<file path="config.mk">
export PLATFORM = sky130hd
export DESIGN_NAME = load_cell_tare_and_smooth_top
export DESIGN_NICKNAME = d
export VERILOG_FILES = /design/src/lcts_pkg.sv /design/src/lcts_state_mem.sv /design/src/lcts_mac.sv /design/src/load_cell_tare_and_smooth_top.sv
export SDC_FILE = /design/constraint.sdc
export NUM_CORES = 2
export LEC_CHECK = 0
export BUFFER_PORTS_ARGS = -buffer_cell sky130_fd_sc_hd__buf_2
export CAP_MARGIN = 15
export CORE_UTILIZATION = 30
export CTS_BUF_LIST = sky130_fd_sc_hd__clkbuf_8 sky130_fd_sc_hd__clkbuf_16
export CTS_CLUSTER_SIZE = 8
export DETAILED_ROUTE_END_ITERATION = 7
export PLACE_DENSITY = 0.47
export SKIP_CTS_REPAIR_TIMING = 1
export SLEW_MARGIN = 15
export SYNTH_ARGS = -nofsm -noshare
export SYNTH_HDL_FRONTEND = slang
export SYNTH_SLANG_ARGS = --single-unit
</file>
<file path="constraint.sdc">
create_clock -name i_clk -period 15.8 [get_ports i_clk]
set_input_delay 3.16 -clock i_clk [delete_from_list [all_inputs] [get_ports i_clk]]
set_output_delay 3.16 -clock i_clk [all_outputs]
set_load 0.02 [all_outputs]
</file>
<file path="src/lcts_pkg.sv">
// Shared types, constants and helpers for the load-cell tare and smoothing block.
package lcts_pkg;

    localparam int CH_MAX    = 4;
    localparam int SAMPLE_W  = 24;
    localparam int WORD_W    = 32;
    localparam int ALPHA_W   = 16;
    localparam int SCALE_W   = 20;
    localparam int COUNT_W   = 17;
    localparam int CFG_IDX_W = 3;
    localparam int CFG_DATA_W = 20;
    localparam int ACC_W     = 56;
    localparam int MUL_X_W   = 33;
    localparam int MUL_Y_W   = 21;
    localparam int PROD_W    = MUL_X_W + MUL_Y_W;
    localparam int IN_DATA_W  = 96;
    localparam int OUT_DATA_W = 256;

    localparam logic [WORD_W-1:0] TARE_SEED [CH_MAX] = '{
        32'd2124412800, 32'd2219652608, 32'd2206095360, 32'd2333550336
    };
    localparam logic [SCALE_W-1:0] SCALE_RESET [CH_MAX] = '{
        20'd9538, 20'd12218, 20'd10812, 20'd10044
    };
    localparam logic [ALPHA_W-1:0] ALPHA_RESET  = 16'd58982;
    localparam logic [ALPHA_W-1:0] TARE_N_RESET = 16'd200;

    typedef enum logic [CFG_IDX_W-1:0] {
        CFG_ALPHA   = 3'd0,
        CFG_TARE_N  = 3'd1,
        CFG_SCALE_1 = 3'd2,
        CFG_SCALE_2 = 3'd3,
        CFG_SCALE_3 = 3'd4,
        CFG_SCALE_4 = 3'd5
    } t_cfg_idx;

    // One memory word per channel.
    typedef struct packed {
        logic        [WORD_W-1:0] tare;
        logic signed [WORD_W-1:0] smooth;
        logic signed [WORD_W-1:0] inst;
    } t_entry;

    typedef enum logic [2:0] {
        MAC_IDLE   = 3'd0,
        MAC_TARE_A = 3'd1,
        MAC_TARE_B = 3'd2,
        MAC_WT_A   = 3'd3,
        MAC_WT_B   = 3'd4,
        MAC_WT_C   = 3'd5
    } t_mac_op;

    typedef enum logic [6:0] {
        ST_IDLE  = 7'b0000001,
        ST_READ  = 7'b0000010,
        ST_MUL_A = 7'b0000100,
        ST_MUL_B = 7'b0001000,
        ST_MUL_C = 7'b0010000,
        ST_WRITE = 7'b0100000,
        ST_OUT   = 7'b1000000
    } t_state;

    typedef struct packed {
        logic           rd_en;
        logic           wr_en;
        logic           clear;
    } t_mem_ctl;

    function automatic logic signed [WORD_W-1:0] sat32(input logic signed [ACC_W-1:0] v);
        logic signed [ACC_W-1:0] hi;
        logic signed [ACC_W-1:0] lo;
        hi = ACC_W'(32'sh7FFF_FFFF);
        lo = -ACC_W'(33'sh0_8000_0000);
        if (v > hi) begin
            return 32'sh7FFF_FFFF;
        end else if (v < lo) begin
            return 32'sh8000_0000;
        end
        return v[WORD_W-1:0];
    endfunction

endpackage

</file>
<file path="src/lcts_state_mem.sv">
// Per-channel state memory with registered read and reset-to-seed valid bits.
module lcts_state_mem #(
    parameter int CHANNELS = 4,
    parameter int CH_W     = 2
) (
    input  logic                 i_clk,
    input  logic                 i_rst_n,
    input  lcts_pkg::t_mem_ctl   i_ctl,
    input  logic [CH_W-1:0]      i_addr,
    input  lcts_pkg::t_entry     i_wr_data,
    output lcts_pkg::t_entry     o_rd_data
);

    lcts_pkg::t_entry r_mem [CHANNELS];
    lcts_pkg::t_entry r_rd_data;
    logic [CH_W-1:0]  r_rd_addr;
    logic             r_rd_vld;
    logic [CHANNELS-1:0] r_vld;
    logic [CHANNELS-1:0] n_vld;

    always_ff @(posedge i_clk) begin
        if (i_ctl.wr_en) begin
            r_mem[i_addr] <= i_wr_data;
        end
        if (i_ctl.rd_en) begin
            r_rd_data <= r_mem[i_addr];
            r_rd_addr <= i_addr;
        end
    end

    always_comb begin
        n_vld = r_vld;
        if (i_ctl.clear) begin
            n_vld = '0;
        end else if (i_ctl.wr_en) begin
            n_vld[i_addr] = 1'b1;
        end
    end

    always_ff @(posedge i_clk) begin
        if (!i_rst_n) begin
            r_vld    <= '0;
            r_rd_vld <= 1'b0;
        end else begin
            r_vld <= n_vld;
            if (i_ctl.rd_en) begin
                r_rd_vld <= r_vld[i_addr];
            end
        end
    end

    // An entry never written since reset or clear reads as its seed.
    always_comb begin
        if (r_rd_vld) begin
            o_rd_data = r_rd_data;
        end else begin
            o_rd_data.tare   = lcts_pkg::TARE_SEED[2'(r_rd_addr)];
            o_rd_data.smooth = '0;
            o_rd_data.inst   = '0;
        end
    end

endmodule

</file>
<file path="src/lcts_mac.sv">
// Shared multiply-accumulate unit for the tare and weight updates.
module lcts_mac (
    input  logic                                   i_clk,
    input  lcts_pkg::t_mac_op                      i_op,
    input  logic        [lcts_pkg::WORD_W-1:0]     i_tare,
    input  logic signed [lcts_pkg::WORD_W-1:0]     i_smooth,
    input  logic        [lcts_pkg::SAMPLE_W-1:0]   i_sample,
    input  logic        [lcts_pkg::ALPHA_W-1:0]    i_alpha,
    input  logic        [lcts_pkg::SCALE_W-1:0]    i_scale,
    output logic        [lcts_pkg::WORD_W-1:0]     o_tare,
    output logic signed [lcts_pkg::WORD_W-1:0]     o_smooth,
    output logic signed [lcts_pkg::WORD_W-1:0]     o_inst
);

    localparam int ACC_W = lcts_pkg::ACC_W;

    logic        [lcts_pkg::WORD_W-1:0]  s8;
    logic        [lcts_pkg::ALPHA_W:0]   na;
    logic signed [lcts_pkg::MUL_X_W-1:0] x;
    logic signed [lcts_pkg::MUL_Y_W-1:0] y;
    logic signed [lcts_pkg::PROD_W-1:0]  prod;
    logic signed [ACC_W-1:0]             r_acc;
    logic signed [ACC_W-1:0]             acc_r16;
    logic signed [ACC_W-1:0]             acc_r24;
    logic signed [ACC_W-1:0]             acc_s16;
    logic signed [lcts_pkg::WORD_W-1:0]  r_w;

    assign s8 = {i_sample, 8'h00};
    assign na = 17'h1_0000 - {1'b0, i_alpha};

    always_comb begin
        x = '0;
        y = '0;
        unique case (i_op)
            lcts_pkg::MAC_IDLE: begin
            end
            lcts_pkg::MAC_TARE_A: begin
                x = $signed({1'b0, i_tare});
                y = $signed({5'b0, i_alpha});
            end
            lcts_pkg::MAC_TARE_B: begin
                x = $signed({1'b0, s8});
                y = $signed({4'b0, na});
            end
            lcts_pkg::MAC_WT_A: begin
                x = $signed({1'b0, s8}) - $signed({1'b0, i_tare});
                y = $signed({1'b0, i_scale});
            end
            lcts_pkg::MAC_WT_B: begin
                x = lcts_pkg::MUL_X_W'(i_smooth);
                y = $signed({5'b0, i_alpha});
            end
            lcts_pkg::MAC_WT_C: begin
                x = lcts_pkg::MUL_X_W'(r_w);
                y = $signed({4'b0, na});
            end
            default: begin
            end
        endcase
    end

    assign prod    = x * y;
    assign acc_r16 = r_acc + ACC_W'(32'sd32768);
    assign acc_r24 = r_acc + ACC_W'(32'sd8388608);
    assign acc_s16 = acc_r16 >>> 16;

    always_ff @(posedge i_clk) begin
        unique case (i_op)
            lcts_pkg::MAC_TARE_A, lcts_pkg::MAC_WT_A: begin
                r_acc <= ACC_W'(prod);
            end
            lcts_pkg::MAC_TARE_B, lcts_pkg::MAC_WT_C: begin
                r_acc <= r_acc + ACC_W'(prod);
            end
            lcts_pkg::MAC_WT_B: begin
                // The product of the first step becomes the instant weight while
                // the old smoothed value is multiplied.
                r_w   <= lcts_pkg::sat32(acc_r24 >>> 24);
                r_acc <= ACC_W'(prod);
            end
            default: begin
            end
        endcase
    end

    assign o_tare   = acc_r16[47:16];
    assign o_smooth = lcts_pkg::sat32(acc_s16);
    assign o_inst   = r_w;

endmodule

</file>
<file path="src/load_cell_tare_and_smooth_top.sv">
// Load-cell tare and smoothing block: top level with sequencer, registers and stream ports.
//
// Each input transaction carries four 24-bit load-cell samples and a clear flag and yields
// one result transaction. The first tare_samples+1 transactions after reset or clear update
// each channel's tare by a moving average; after that each channel gives an instant weight
// (sample minus tare, times scale) and a moving-average smoothed weight, both Q15.16 kg.
// After a transaction is accepted, each channel in turn is read, run through the multiply
// steps MUL_A, MUL_B and MUL_C and written back, and the result then goes to the output
// register; the sequence is set by the single multiply-accumulate unit and the one-port
// state memory, which each channel visits in turn. A new transaction is accepted while
// the previous result still waits on the output. Configuration writes are taken at any time
// and should be made while the block is idle.
module load_cell_tare_and_smooth_top #(
    parameter int CHANNELS = 4
) (
    input  logic                                  i_clk,
    input  logic                                  i_rst_n,
    // tdata: sample_1[23:0], sample_2[47:24], sample_3[71:48], sample_4[95:72]
    input  logic                                  s_axis_tvalid,
    output logic                                  s_axis_tready,
    input  logic [lcts_pkg::IN_DATA_W-1:0]        s_axis_tdata,
    // tuser: clear
    input  logic                                  s_axis_tuser,
    // tdata: weight_1..weight_4 [127:0], then smoothed_1..smoothed_4 [255:128], 32 bits each
    output logic                                  m_axis_tvalid,
    input  logic                                  m_axis_tready,
    output logic [lcts_pkg::OUT_DATA_W-1:0]       m_axis_tdata,
    // tuser: calibrating
    output logic                                  m_axis_tuser,
    input  logic                                  i_cfg_valid,
    output logic                                  o_cfg_ready,
    input  logic [lcts_pkg::CFG_IDX_W-1:0]        i_cfg_index,
    input  logic [lcts_pkg::CFG_DATA_W-1:0]       i_cfg_data
);

    localparam int CH_W = (CHANNELS > 1) ? $clog2(CHANNELS) : 1;
    localparam int SW   = lcts_pkg::SAMPLE_W;
    localparam int WW   = lcts_pkg::WORD_W;

    lcts_pkg::t_state r_state;
    lcts_pkg::t_state n_state;
    logic [CH_W-1:0]  r_ch;
    logic             r_taring;
    logic             r_clr;
    logic [lcts_pkg::COUNT_W-1:0] r_count;

    logic [lcts_pkg::ALPHA_W-1:0] r_alpha;
    logic [lcts_pkg::ALPHA_W-1:0] r_tare_n;
    logic [lcts_pkg::SCALE_W-1:0] r_scale [lcts_pkg::CH_MAX];

    logic [SW-1:0]           r_smp   [CHANNELS];
    logic signed [WW-1:0]    r_res_w [CHANNELS];
    logic signed [WW-1:0]    r_res_s [CHANNELS];

    logic                               r_m_valid;
    logic [lcts_pkg::OUT_DATA_W-1:0]    r_m_data;
    logic                               r_m_user;
    logic [lcts_pkg::OUT_DATA_W-1:0]    out_data;

    logic                 in_accept;
    logic                 out_load;
    logic                 last_ch;
    logic                 taring_now;
    lcts_pkg::t_mem_ctl   mem_ctl;
    lcts_pkg::t_entry     rd_data;
    lcts_pkg::t_entry     wr_data;
    lcts_pkg::t_mac_op    mac_op;
    logic [WW-1:0]        mac_tare;
    logic signed [WW-1:0] mac_smooth;
    logic signed [WW-1:0] mac_inst;

    assign s_axis_tready = (r_state == lcts_pkg::ST_IDLE);
    assign in_accept     = s_axis_tvalid && s_axis_tready;
    assign o_cfg_ready   = 1'b1;
    assign taring_now    = (r_count <= {1'b0, r_tare_n});
    assign last_ch       = (r_ch == CH_W'(CHANNELS - 1));
    assign out_load      = (r_state == lcts_pkg::ST_OUT) && (!r_m_valid || m_axis_tready);

    // Configuration registers.
    always_ff @(posedge i_clk) begin
        if (!i_rst_n) begin
            r_alpha  <= lcts_pkg::ALPHA_RESET;
            r_tare_n <= lcts_pkg::TARE_N_RESET;
            for (int i = 0; i < lcts_pkg::CH_MAX; i++) begin
                r_scale[i] <= lcts_pkg::SCALE_RESET[i];
            end
        end else if (i_cfg_valid && o_cfg_ready) begin
            unique case (lcts_pkg::t_cfg_idx'(i_cfg_index))
                lcts_pkg::CFG_ALPHA:   r_alpha    <= i_cfg_data[lcts_pkg::ALPHA_W-1:0];
                lcts_pkg::CFG_TARE_N:  r_tare_n   <= i_cfg_data[lcts_pkg::ALPHA_W-1:0];
                lcts_pkg::CFG_SCALE_1: r_scale[0] <= i_cfg_data;
                lcts_pkg::CFG_SCALE_2: r_scale[1] <= i_cfg_data;
                lcts_pkg::CFG_SCALE_3: r_scale[2] <= i_cfg_data;
                lcts_pkg::CFG_SCALE_4: r_scale[3] <= i_cfg_data;
                default: begin
                end
            endcase
        end
    end

    // Sequencer: each channel is read, run through the multiplier, and written back.
    always_comb begin
        n_state = r_state;
        mac_op  = lcts_pkg::MAC_IDLE;
        unique case (r_state)
            lcts_pkg::ST_IDLE: begin
                if (in_accept) n_state = lcts_pkg::ST_READ;
            end
            lcts_pkg::ST_READ: n_state = lcts_pkg::ST_MUL_A;
            lcts_pkg::ST_MUL_A: begin
                mac_op  = r_taring ? lcts_pkg::MAC_TARE_A : lcts_pkg::MAC_WT_A;
                n_state = lcts_pkg::ST_MUL_B;
            end
            lcts_pkg::ST_MUL_B: begin
                mac_op  = r_taring ? lcts_pkg::MAC_TARE_B : lcts_pkg::MAC_WT_B;
                n_state = lcts_pkg::ST_MUL_C;
            end
            lcts_pkg::ST_MUL_C: begin
                mac_op  = r_taring ? lcts_pkg::MAC_IDLE : lcts_pkg::MAC_WT_C;
                n_state = lcts_pkg::ST_WRITE;
            end
            lcts_pkg::ST_WRITE: n_state = last_ch ? lcts_pkg::ST_OUT : lcts_pkg::ST_READ;
            lcts_pkg::ST_OUT: begin
                if (out_load) n_state = lcts_pkg::ST_IDLE;
            end
            default: n_state = lcts_pkg::ST_IDLE;
        endcase
    end

    always_ff @(posedge i_clk) begin
        if (!i_rst_n) begin
            r_state <= lcts_pkg::ST_IDLE;
            r_count <= '0;
            r_ch    <= '0;
        end else begin
            r_state <= n_state;
            if (in_accept) begin
                r_ch <= '0;
                if (s_axis_tuser) begin
                    r_count <= '0;
                end else if (taring_now) begin
                    r_count <= r_count + 1'b1;
                end
            end else if (r_state == lcts_pkg::ST_WRITE && !last_ch) begin
                r_ch <= r_ch + 1'b1;
            end
        end
    end

    always_ff @(posedge i_clk) begin
        if (in_accept) begin
            r_taring <= taring_now;
            r_clr    <= s_axis_tuser;
            for (int i = 0; i < CHANNELS; i++) begin
                r_smp[i] <= s_axis_tdata[i*SW +: SW];
            end
        end
        if (r_state == lcts_pkg::ST_WRITE) begin
            r_res_w[r_ch] <= wr_data.inst;
            r_res_s[r_ch] <= wr_data.smooth;
        end
    end

    assign mem_ctl.rd_en = (r_state == lcts_pkg::ST_READ);
    assign mem_ctl.wr_en = (r_state == lcts_pkg::ST_WRITE);
    assign mem_ctl.clear = out_load && r_clr;

    always_comb begin
        wr_data = rd_data;
        if (r_taring) begin
            wr_data.tare = mac_tare;
        end else begin
            wr_data.smooth = mac_smooth;
            wr_data.inst   = mac_inst;
        end
    end

    lcts_state_mem #(
        .CHANNELS (CHANNELS),
        .CH_W     (CH_W)
    ) u_mem (
        .i_clk     (i_clk),
        .i_rst_n   (i_rst_n),
        .i_ctl     (mem_ctl),
        .i_addr    (r_ch),
        .i_wr_data (wr_data),
        .o_rd_data (rd_data)
    );

    lcts_mac u_mac (
        .i_clk    (i_clk),
        .i_op     (mac_op),
        .i_tare   (rd_data.tare),
        .i_smooth (rd_data.smooth),
        .i_sample (r_smp[r_ch]),
        .i_alpha  (r_alpha),
        .i_scale  (r_scale[2'(r_ch)]),
        .o_tare   (mac_tare),
        .o_smooth (mac_smooth),
        .o_inst   (mac_inst)
    );

    // Result word: unused channels and clear transactions report zero.
    for (genvar c = 0; c < lcts_pkg::CH_MAX; c++) begin : g_out
        if (c < CHANNELS) begin : g_used
            assign out_data[c*WW +: WW]                    = r_clr ? '0 : r_res_w[c];
            assign out_data[(lcts_pkg::CH_MAX + c)*WW +: WW] = r_clr ? '0 : r_res_s[c];
        end else begin : g_unused
            assign out_data[c*WW +: WW]                    = '0;
            assign out_data[(lcts_pkg::CH_MAX + c)*WW +: WW] = '0;
        end
    end

    always_ff @(posedge i_clk) begin
        if (!i_rst_n) begin
            r_m_valid <= 1'b0;
        end else if (out_load) begin
            r_m_valid <= 1'b1;
        end else if (m_axis_tready) begin
            r_m_valid <= 1'b0;
        end
    end

    always_ff @(posedge i_clk) begin
        if (out_load) begin
            r_m_data <= out_data;
            r_m_user <= r_taring;
        end
    end

    assign m_axis_tvalid = r_m_valid;
    assign m_axis_tdata  = r_m_data;
    assign m_axis_tuser  = r_m_user;

endmodule

</file>
Word level (Yosys, flattened, before mapping)

Memory sizes are Yosys's and may differ from the RTL's. A register that Yosys moved wholly into a read port is not among the register bits.
Index checks and enable logic that the tools add are counted.

Add/subtract/negate cells: 7
Multiply operators: 1
$lt $le $gt $ge: 8
Eq/ne operators: 20
Multiplexer cells: 65
Bitwise gates (word level): 7
Reduce and logical (&&, ||, !) cells: 21

Operator list:

| operator               | count |
|---|---|
| $mux 32                | 9 |
| $pmux 33 s5            | 1 |
| $pmux 56 s2            | 1 |
| $mux 96                | 1 |
| $mux 20                | 4 |
| $bmux 32 s2            | 1 |
| $mux 64                | 1 |
| $pmux 20 s3            | 1 |
| $add 56x17->56 const B | 1 |
| $add 56x25->56 const B | 1 |
| $add 56x54->56         | 1 |
| $mul 33x21->54         | 1 |
| $pmux 7 s7             | 1 |
| $gt 40x32->1 const B   | 1 |
| $lt 40x32->1 const B   | 1 |
| $mux 17                | 2 |
| $sub 32x32->33         | 1 |
| $gt 32x32->1 const B   | 1 |
| $lt 32x32->1 const B   | 1 |
| $mux 1                 | 30 |
| $mux 7                 | 3 |
| $add 17x1->17 const B  | 1 |
| $le 17x16->1           | 1 |
| $sub 17x16->17 const A | 1 |
| 34 further kinds       | 62 |

Register bits after elaboration: 157
Bits in writable memories: 816
Bits of input ports: 125
Output and inout port bits: 260
Word-level logic and storage cells: 148
Memories: 5

Memories:

| memory      | words | width | read ports | clocked after memory_dff | write ports | line                                | RTL |
|---|---|---|---|---|---|---|---|
| u_mem.r_mem | 4     | 96    | 1          | 1                        | 1           | lcts_state_mem.sv:14                | `lcts_pkg::t_entry r_mem [CHANNELS];` |
| r_res_s     | 4     | 32    | 4          | 4                        | 1           | load_cell_tare_and_smooth_top.sv:53 | `logic signed [WW-1:0] r_res_s [CHANNELS];` |
| r_res_w     | 4     | 32    | 4          | 4                        | 1           | load_cell_tare_and_smooth_top.sv:52 | `logic signed [WW-1:0] r_res_w [CHANNELS];` |
| r_smp       | 4     | 24    | 1          | 1                        | 4           | load_cell_tare_and_smooth_top.sv:51 | `logic [SW-1:0] r_smp [CHANNELS];` |
| r_scale     | 4     | 20    | 1          | 1                        | 4           | load_cell_tare_and_smooth_top.sv:49 | `logic [lcts_pkg::SCALE_W-1:0] r_scale [lcts_pkg::CH_MAX];` |

Longest topological paths before layout

Depth in word-level cells: 10
Mapped depth: 54
Mapped depth without buffers: 51

Hierarchy

A second synthesis with hierarchy kept.

Cell total of the unflattened synthesis: 6,699
Area, all modules: 81,757.2 um^2

Modules (own cells, without submodules):

| module                        | times used | cells an instance | area each (um^2) | sequential area each (um^2) |
|---|---|---|---|---|
| lcts_mac                      | 1          | 4,265             | 35,212.5         | 2,642.5 |
| load_cell_tare_and_smooth_top | 1          | 1,670             | 28,635.0         | 21,971.1 |
| lcts_state_mem                | 1          | 764               | 17,909.7         | 14,574.0 |

Worst setup path before layout

Ideal clock, no wire load.

Kind: input -> register
Start point: in m_axis_tready
End point: reg r_m_data (netlist bit m_axis_tdata[0]) (read register of r_res_w) (enable)
Library setup time: 912 ps
Arrival: 14,587 ps
Data required time: 14,888 ps
Path slack: 301 ps
Stages: 2
Buffers on the path: 0
Path through: nor2b_1 nor2b_1

Word-level cells in the longest chain between the ends: 2

RTL lines:

| what              | line                                | RTL |
|---|---|---|
| start, declared   | load_cell_tare_and_smooth_top.sv:26 | `input logic m_axis_tready,` |
| $logic_or 1x1->1  | load_cell_tare_and_smooth_top.sv:77 | `assign out_load = (r_state == lcts_pkg::ST_OUT) && (!r_m_valid \|\| m_axis_tready);` |
| $logic_and 1x1->1 | load_cell_tare_and_smooth_top.sv:77 |  |
| net out_load      | load_cell_tare_and_smooth_top.sv:61 | `logic out_load;` |
| end, declared     | load_cell_tare_and_smooth_top.sv:56 | `logic [lcts_pkg::OUT_DATA_W-1:0] r_m_data;` |

The timed path passes the listed nets, and every way through them passes these cells.
A chain may end at the register's enable or synchronous reset.

Final worst setup path

Start point: reg u_mem.r_rd_addr[1]
End point: reg u_mac.r_acc[55], data pin

Word-level cells in the longest chain between the ends: 10

RTL lines:

| what                                           | line                 | RTL |
|---|---|---|
| start, declared                                | lcts_state_mem.sv:16 | `logic [CH_W-1:0] r_rd_addr;` |
| start signal, assigned                         | lcts_state_mem.sv:27 | `r_rd_addr <= i_addr;` |
| $not 2->3 (not written as such) (*)            | lcts_state_mem.sv:57 | `o_rd_data.tare = lcts_pkg::TARE_SEED[2'(r_rd_addr)];` |
| $bmux 32 s2 (*)                                | lcts_state_mem.sv:57 |  |
| $mux 32 (not written as such) (*) (2 in a row) | lcts_state_mem.sv:57 |  |
| $mux 96 (*)                                    | lcts_state_mem.sv:54 | `if (r_rd_vld) begin` |
| $sub 32x32->33                                 | lcts_mac.sv:46       | `x = $signed({1'b0, s8}) - $signed({1'b0, i_tare});` |
| $pmux 33 s5 (*)                                | lcts_mac.sv:34       | `unique case (i_op)` |
| $mul 33x21->54 (*)                             | lcts_mac.sv:62       | `assign prod = x * y;` |
| $add 56x54->56                                 | lcts_mac.sv:73       | `r_acc <= r_acc + ACC_W'(prod);` |
| $pmux 56 s2 (*)                                | lcts_mac.sv:68       | `unique case (i_op)` |
| end signal, assigned                           | lcts_mac.sv:70       | `r_acc <= ACC_W'(prod);` |
| end signal, assigned                           | lcts_mac.sv:73       |  |
| end signal, assigned                           | lcts_mac.sv:79       | `r_acc <= ACC_W'(prod);` |
| end, declared                                  | lcts_mac.sv:22       | `logic signed [ACC_W-1:0] r_acc;` |

Every way passes the cells marked *; elsewhere a longest branch is shown, timed or not. The select of a mux whose other input is x is not followed.

==> results.py <==
metrics = {
    "run_status": {
        "status": "complete, no violations",
    },
    "cts": {
        "cts_buffers": 153,
        "clock_latency_ns": 0.80,
        "cts_tree": "built",
        "h-tree-depth": 4,
        "path_clk_slew_ns": 0.06,
        "clk_path_buf_depth": 3,
        "cts_root_buffer": "clkbuf_16",
        "clock-sinks": 1071,
    },
    "synthesis": {
        "synth_fp_nets": 6979,
        "synth.avg_cell_area_um2": 11.9,
        "async_flop_share": 0,
        "synth-seq-cells": 1071,
        "synth_edf_count": 1005,
        "seq_area_frac_synth": 0.445,
        "syn-cell-area_um2": 70800,
        "synthCells": 5952,
        "ys_types": 89,
        "synth-main-ff-cell": "edfxtp_1",
        "yosysWarnings": 0,
    },
    "worst_setup_path": {
        "endpoint_kind": "flip-flop",
        "critPathKind": "flip-flop to flip-flop",
        "crit_required_ns": 16.32,
        "critPathSlowestCell": "a2111oi_0",
        "worst_setup_path_start_kind": "flip-flop",
        "arrival_ns": 14.45,
        "critPathMaxFanout": 17,
        "max_stage_delay_ns": 0.58,
        "crit_path_frequent_cell": "inv_1",
    },
    "power": {
        "peakVddDrop_mv": 0.0932,
        "power_leakage_nw": 32.5,
        "fin_total_pwr_mw": 7.03,
        "power-per-cell-area_nw_per_um2": 86.8,
    },
    "route": {
        "wl_per_cell_um": 23.6,
        "ant_nets": 0,
        "drtPass1Iterations": 5,
        "drtIter0Drc": 3943,
        "avgViaCountPerCell": 4.94,
        "drc": 0,
        "route.vias.total": 47000,
        "routed_wl_um": 224000,
    },
    "timing": {
        "rsz0062_at_grt": "no",
        "finalCritPeriodShare": 0.882,
        "worst_slack_ns": 1.87,
        "hold_viol": 0,
        "setup_viol": 0,
        "fin_tns_setup_ns": 0,
        "fin_crit_ns": 13.93,
        "skew_ns": 0.0580,
        "drv_slew": 0,
        "slew_headroom": 0.218,
        "worst_pin_slew_ns": 1.17,
        "fmax_ghz": 0.0718,
    },
    "floorplan": {
        "die_y_um": 488,
        "die_area_um2": 238000,
        "core_area_um2": 234000,
        "boundaryPins": 385,
        "start_util": 0.303,
        "placementRows": 177,
        "die_x_um": 488,
    },
    "global_route": {
        "grt_max_degree": 116,
        "overflow": 0,
        "grt_pass1_wl_um": 329000,
        "first_global_vias": 48100,
        "grtUsageTotal": 0.188,
        "antenna_found_initial": 18,
    },
    "place": {
        "place.gp.congestion": 0.911,
        "portBuffers": 383,
        "dp.final_hpwl_um": 168000,
        "pre_cts_ws_ns": 1.94,
    },
    "hold_path": {
        "min_path_type": "flip-flop to flip-flop",
    },
    "layout": {
        "fin_util": 0.347,
        "area_growth_pct": 14.4,
        "final_nets": 7345,
        "drive_above_1_share": 0.141,
    },
    "job": {
        "drv_cap": 0,
    },
}
cells in the mapped netlist, types with 15 or more instances:
| library cell | count | share of area |
|---|---|---|
| a21o_1 | 93 | 0.0099 |
| edfxtp_1 | 1005 | 0.43 |
| a221o_1 | 33 | 0.0047 |
| nand3_1 | 58 | 0.0041 |
| nand4_1 | 41 | 0.0036 |
| mux4_2 | 140 | 0.045 |
| xor2_1 | 94 | 0.012 |
| a21boi_0 | 27 | 0.0029 |
| fa_1 | 654 | 0.18 |
| clkbuf_1 | 241 | 0.013 |
| xnor2_1 | 125 | 0.015 |
| mux2_2 | 15 | 0.0024 |
| nand2b_1 | 22 | 0.0019 |
| nor2_1 | 287 | 0.015 |
| or3_1 | 48 | 0.0042 |
| a22oi_1 | 20 | 0.0021 |
| o21bai_1 | 18 | 0.0019 |
| nor3_1 | 29 | 0.0020 |
| nand2_1 | 748 | 0.040 |
| o21ai_0 | 171 | 0.012 |
| inv_1 | 739 | 0.039 |
| a21oi_1 | 172 | 0.012 |
| o211ai_1 | 23 | 0.0024 |
| mux2i_1 | 15 | 0.0021 |
| dfxtp_1 | 66 | 0.019 |
| a31oi_1 | 19 | 0.0017 |
| nor2b_1 | 318 | 0.028 |
| buf_1 | 25 | 0.0013 |
| a211oi_1 | 20 | 0.0021 |
| and2_1 | 159 | 0.014 |
| o21a_1 | 29 | 0.0031 |
| a22o_1 | 35 | 0.0043 |
| and3_1 | 41 | 0.0036 |
| ha_1 | 248 | 0.044 |
logic make-up (layout without fill, tap and decap cells):
logic type | Yosys count | in the layout | share of synthesized area
AND/OR/NAND/NOR | 1815 | 1815 | 0.124
flip-flops | 1071 | 1071 | 0.445
buffers and inverters | 1019 | 1439 | 0.0547
adder cells (fa/ha/maj) | 902 | 902 | 0.229
AO/OA/AOI/OAI | 755 | 755 | 0.0715
XOR/XNOR | 219 | 219 | 0.0271
multiplexers | 170 | 170 | 0.0490
other | 1 | 10 | 0.0000530
final cells by class:
type	instances	area [µm²]
clock inverter	55	537
antenna	9	22.5
multi-input combinational	3862	35600
clock buffer	154	3850
tap	3132	3920
inverter	739	2780
timing repair buffer	491	2750
sequential	1071	31500
fill	23100	153000
layout by cell type, fill, tap and decap left out, drive strengths merged, types with 12 or more instances in the layout:
cell    netlist  final
inv         739    778
ha          248    248
and2        159    159
a21oi       174    174
dfxtp        66     66
nand2       749    749
nor2        287    287
buf          37    491
a22o         35     35
o21a         29     29
mux2         15     15
and3         41     41
a222oi       12     12
nand3        58     58
clkinv        0     15
mux4        140    140
nor3         29     29
a211oi       20     20
a21o         93     93
mux2i        15     15
a22oi        20     20
a31oi        19     19
o21bai       18     18
fa          654    654
clkbuf      243    154
nor2b       318    318
a21boi       27     27
xnor2       125    125
nand2b       22     22
xor2         94     94
o21ai       178    178
a221o        33     33
nand4        41     41
or3          54     54
o211ai       23     23
edfxtp     1005   1005
stage by stage:
step                      instances  hold WS (ns)  instance area [µm²]
after floorplan                5952         0.424                70800
after global placement         9295         0.446                76600
after detailed placement       9295         0.458                76600
after CTS                      9504         0.466                81000
after global routing           9504         0.484                81000
final                          9513         0.462                81000
worst max-delay path, delay by kind of cell, from the launching register on:
| kind | cells | cell delay, ns |
|---|---|---|
| adders and majority gates | 11 | 5.03 |
| and+or+nand+nor | 13 | 2.35 |
| AOI/OAI and AO/OA | 13 | 4.07 |
| buffers and inverters | 10 | 1.01 |
| xor gates and xnor gates | 3 | 0.67 |
| DFF | 1 | 0.48 |
path summary, 6_finish.rpt:
path | start | endpoint | slack [ns] | depth (start not counted)
worst max-delay path | u_mem.r_rd_addr[1]$_DFFE_PP_ | u_mac.r_acc[55]$_DFFE_PP_ | 1.87 | 50
worst min-delay path | u_mem.r_vld[0]$_SDFFE_PP0P_ | u_mem.r_vld[0]$_SDFFE_PP0P_ | 0.46 | 2
worst max register to register | u_mem.r_rd_addr[1]$_DFFE_PP_ | u_mac.r_acc[55]$_DFFE_PP_ | 1.87 | 50
worst min register to register | u_mem.r_vld[0]$_SDFFE_PP0P_ | u_mem.r_vld[0]$_SDFFE_PP0P_ | 0.46 | 2
power breakdown:
group | switching [mW] | internal [mW] | leakage [nW]
clock network | 1.27 | 1.76 | 2.25
registers | 0.0736 | 3.28 | 9.77
logic | 0.460 | 0.184 | 20.5
per-layer routing:
layer / track usage / up-vias / part of all wire
met5: 0 / - / 0.00033
met4: 0.0508 / 12 / 0.025
met3: 0.0302 / 288 / 0.066
met2: 0.284 / 1588 / 0.44
met1: 0.277 / 24200 / 0.47
li1: - / 20900 / -
state kept, by name, indices dropped and copies added (netlist names), 2 cells and up, named ones only:
signal	cells
u_mac.r_acc	56
r_state	7
r_count	17
r_tare_n	16
u_mem.r_rd_data	96
u_mem.r_rd_addr	2
m_axis_tdata	256
r_alpha	16
u_mem.r_mem	260
u_mac.o_inst	32
r_smp	96
r_res_s	124
r_ch	2
u_mem.r_vld	4
r_scale	80
(Power assumes the default switching activity.)
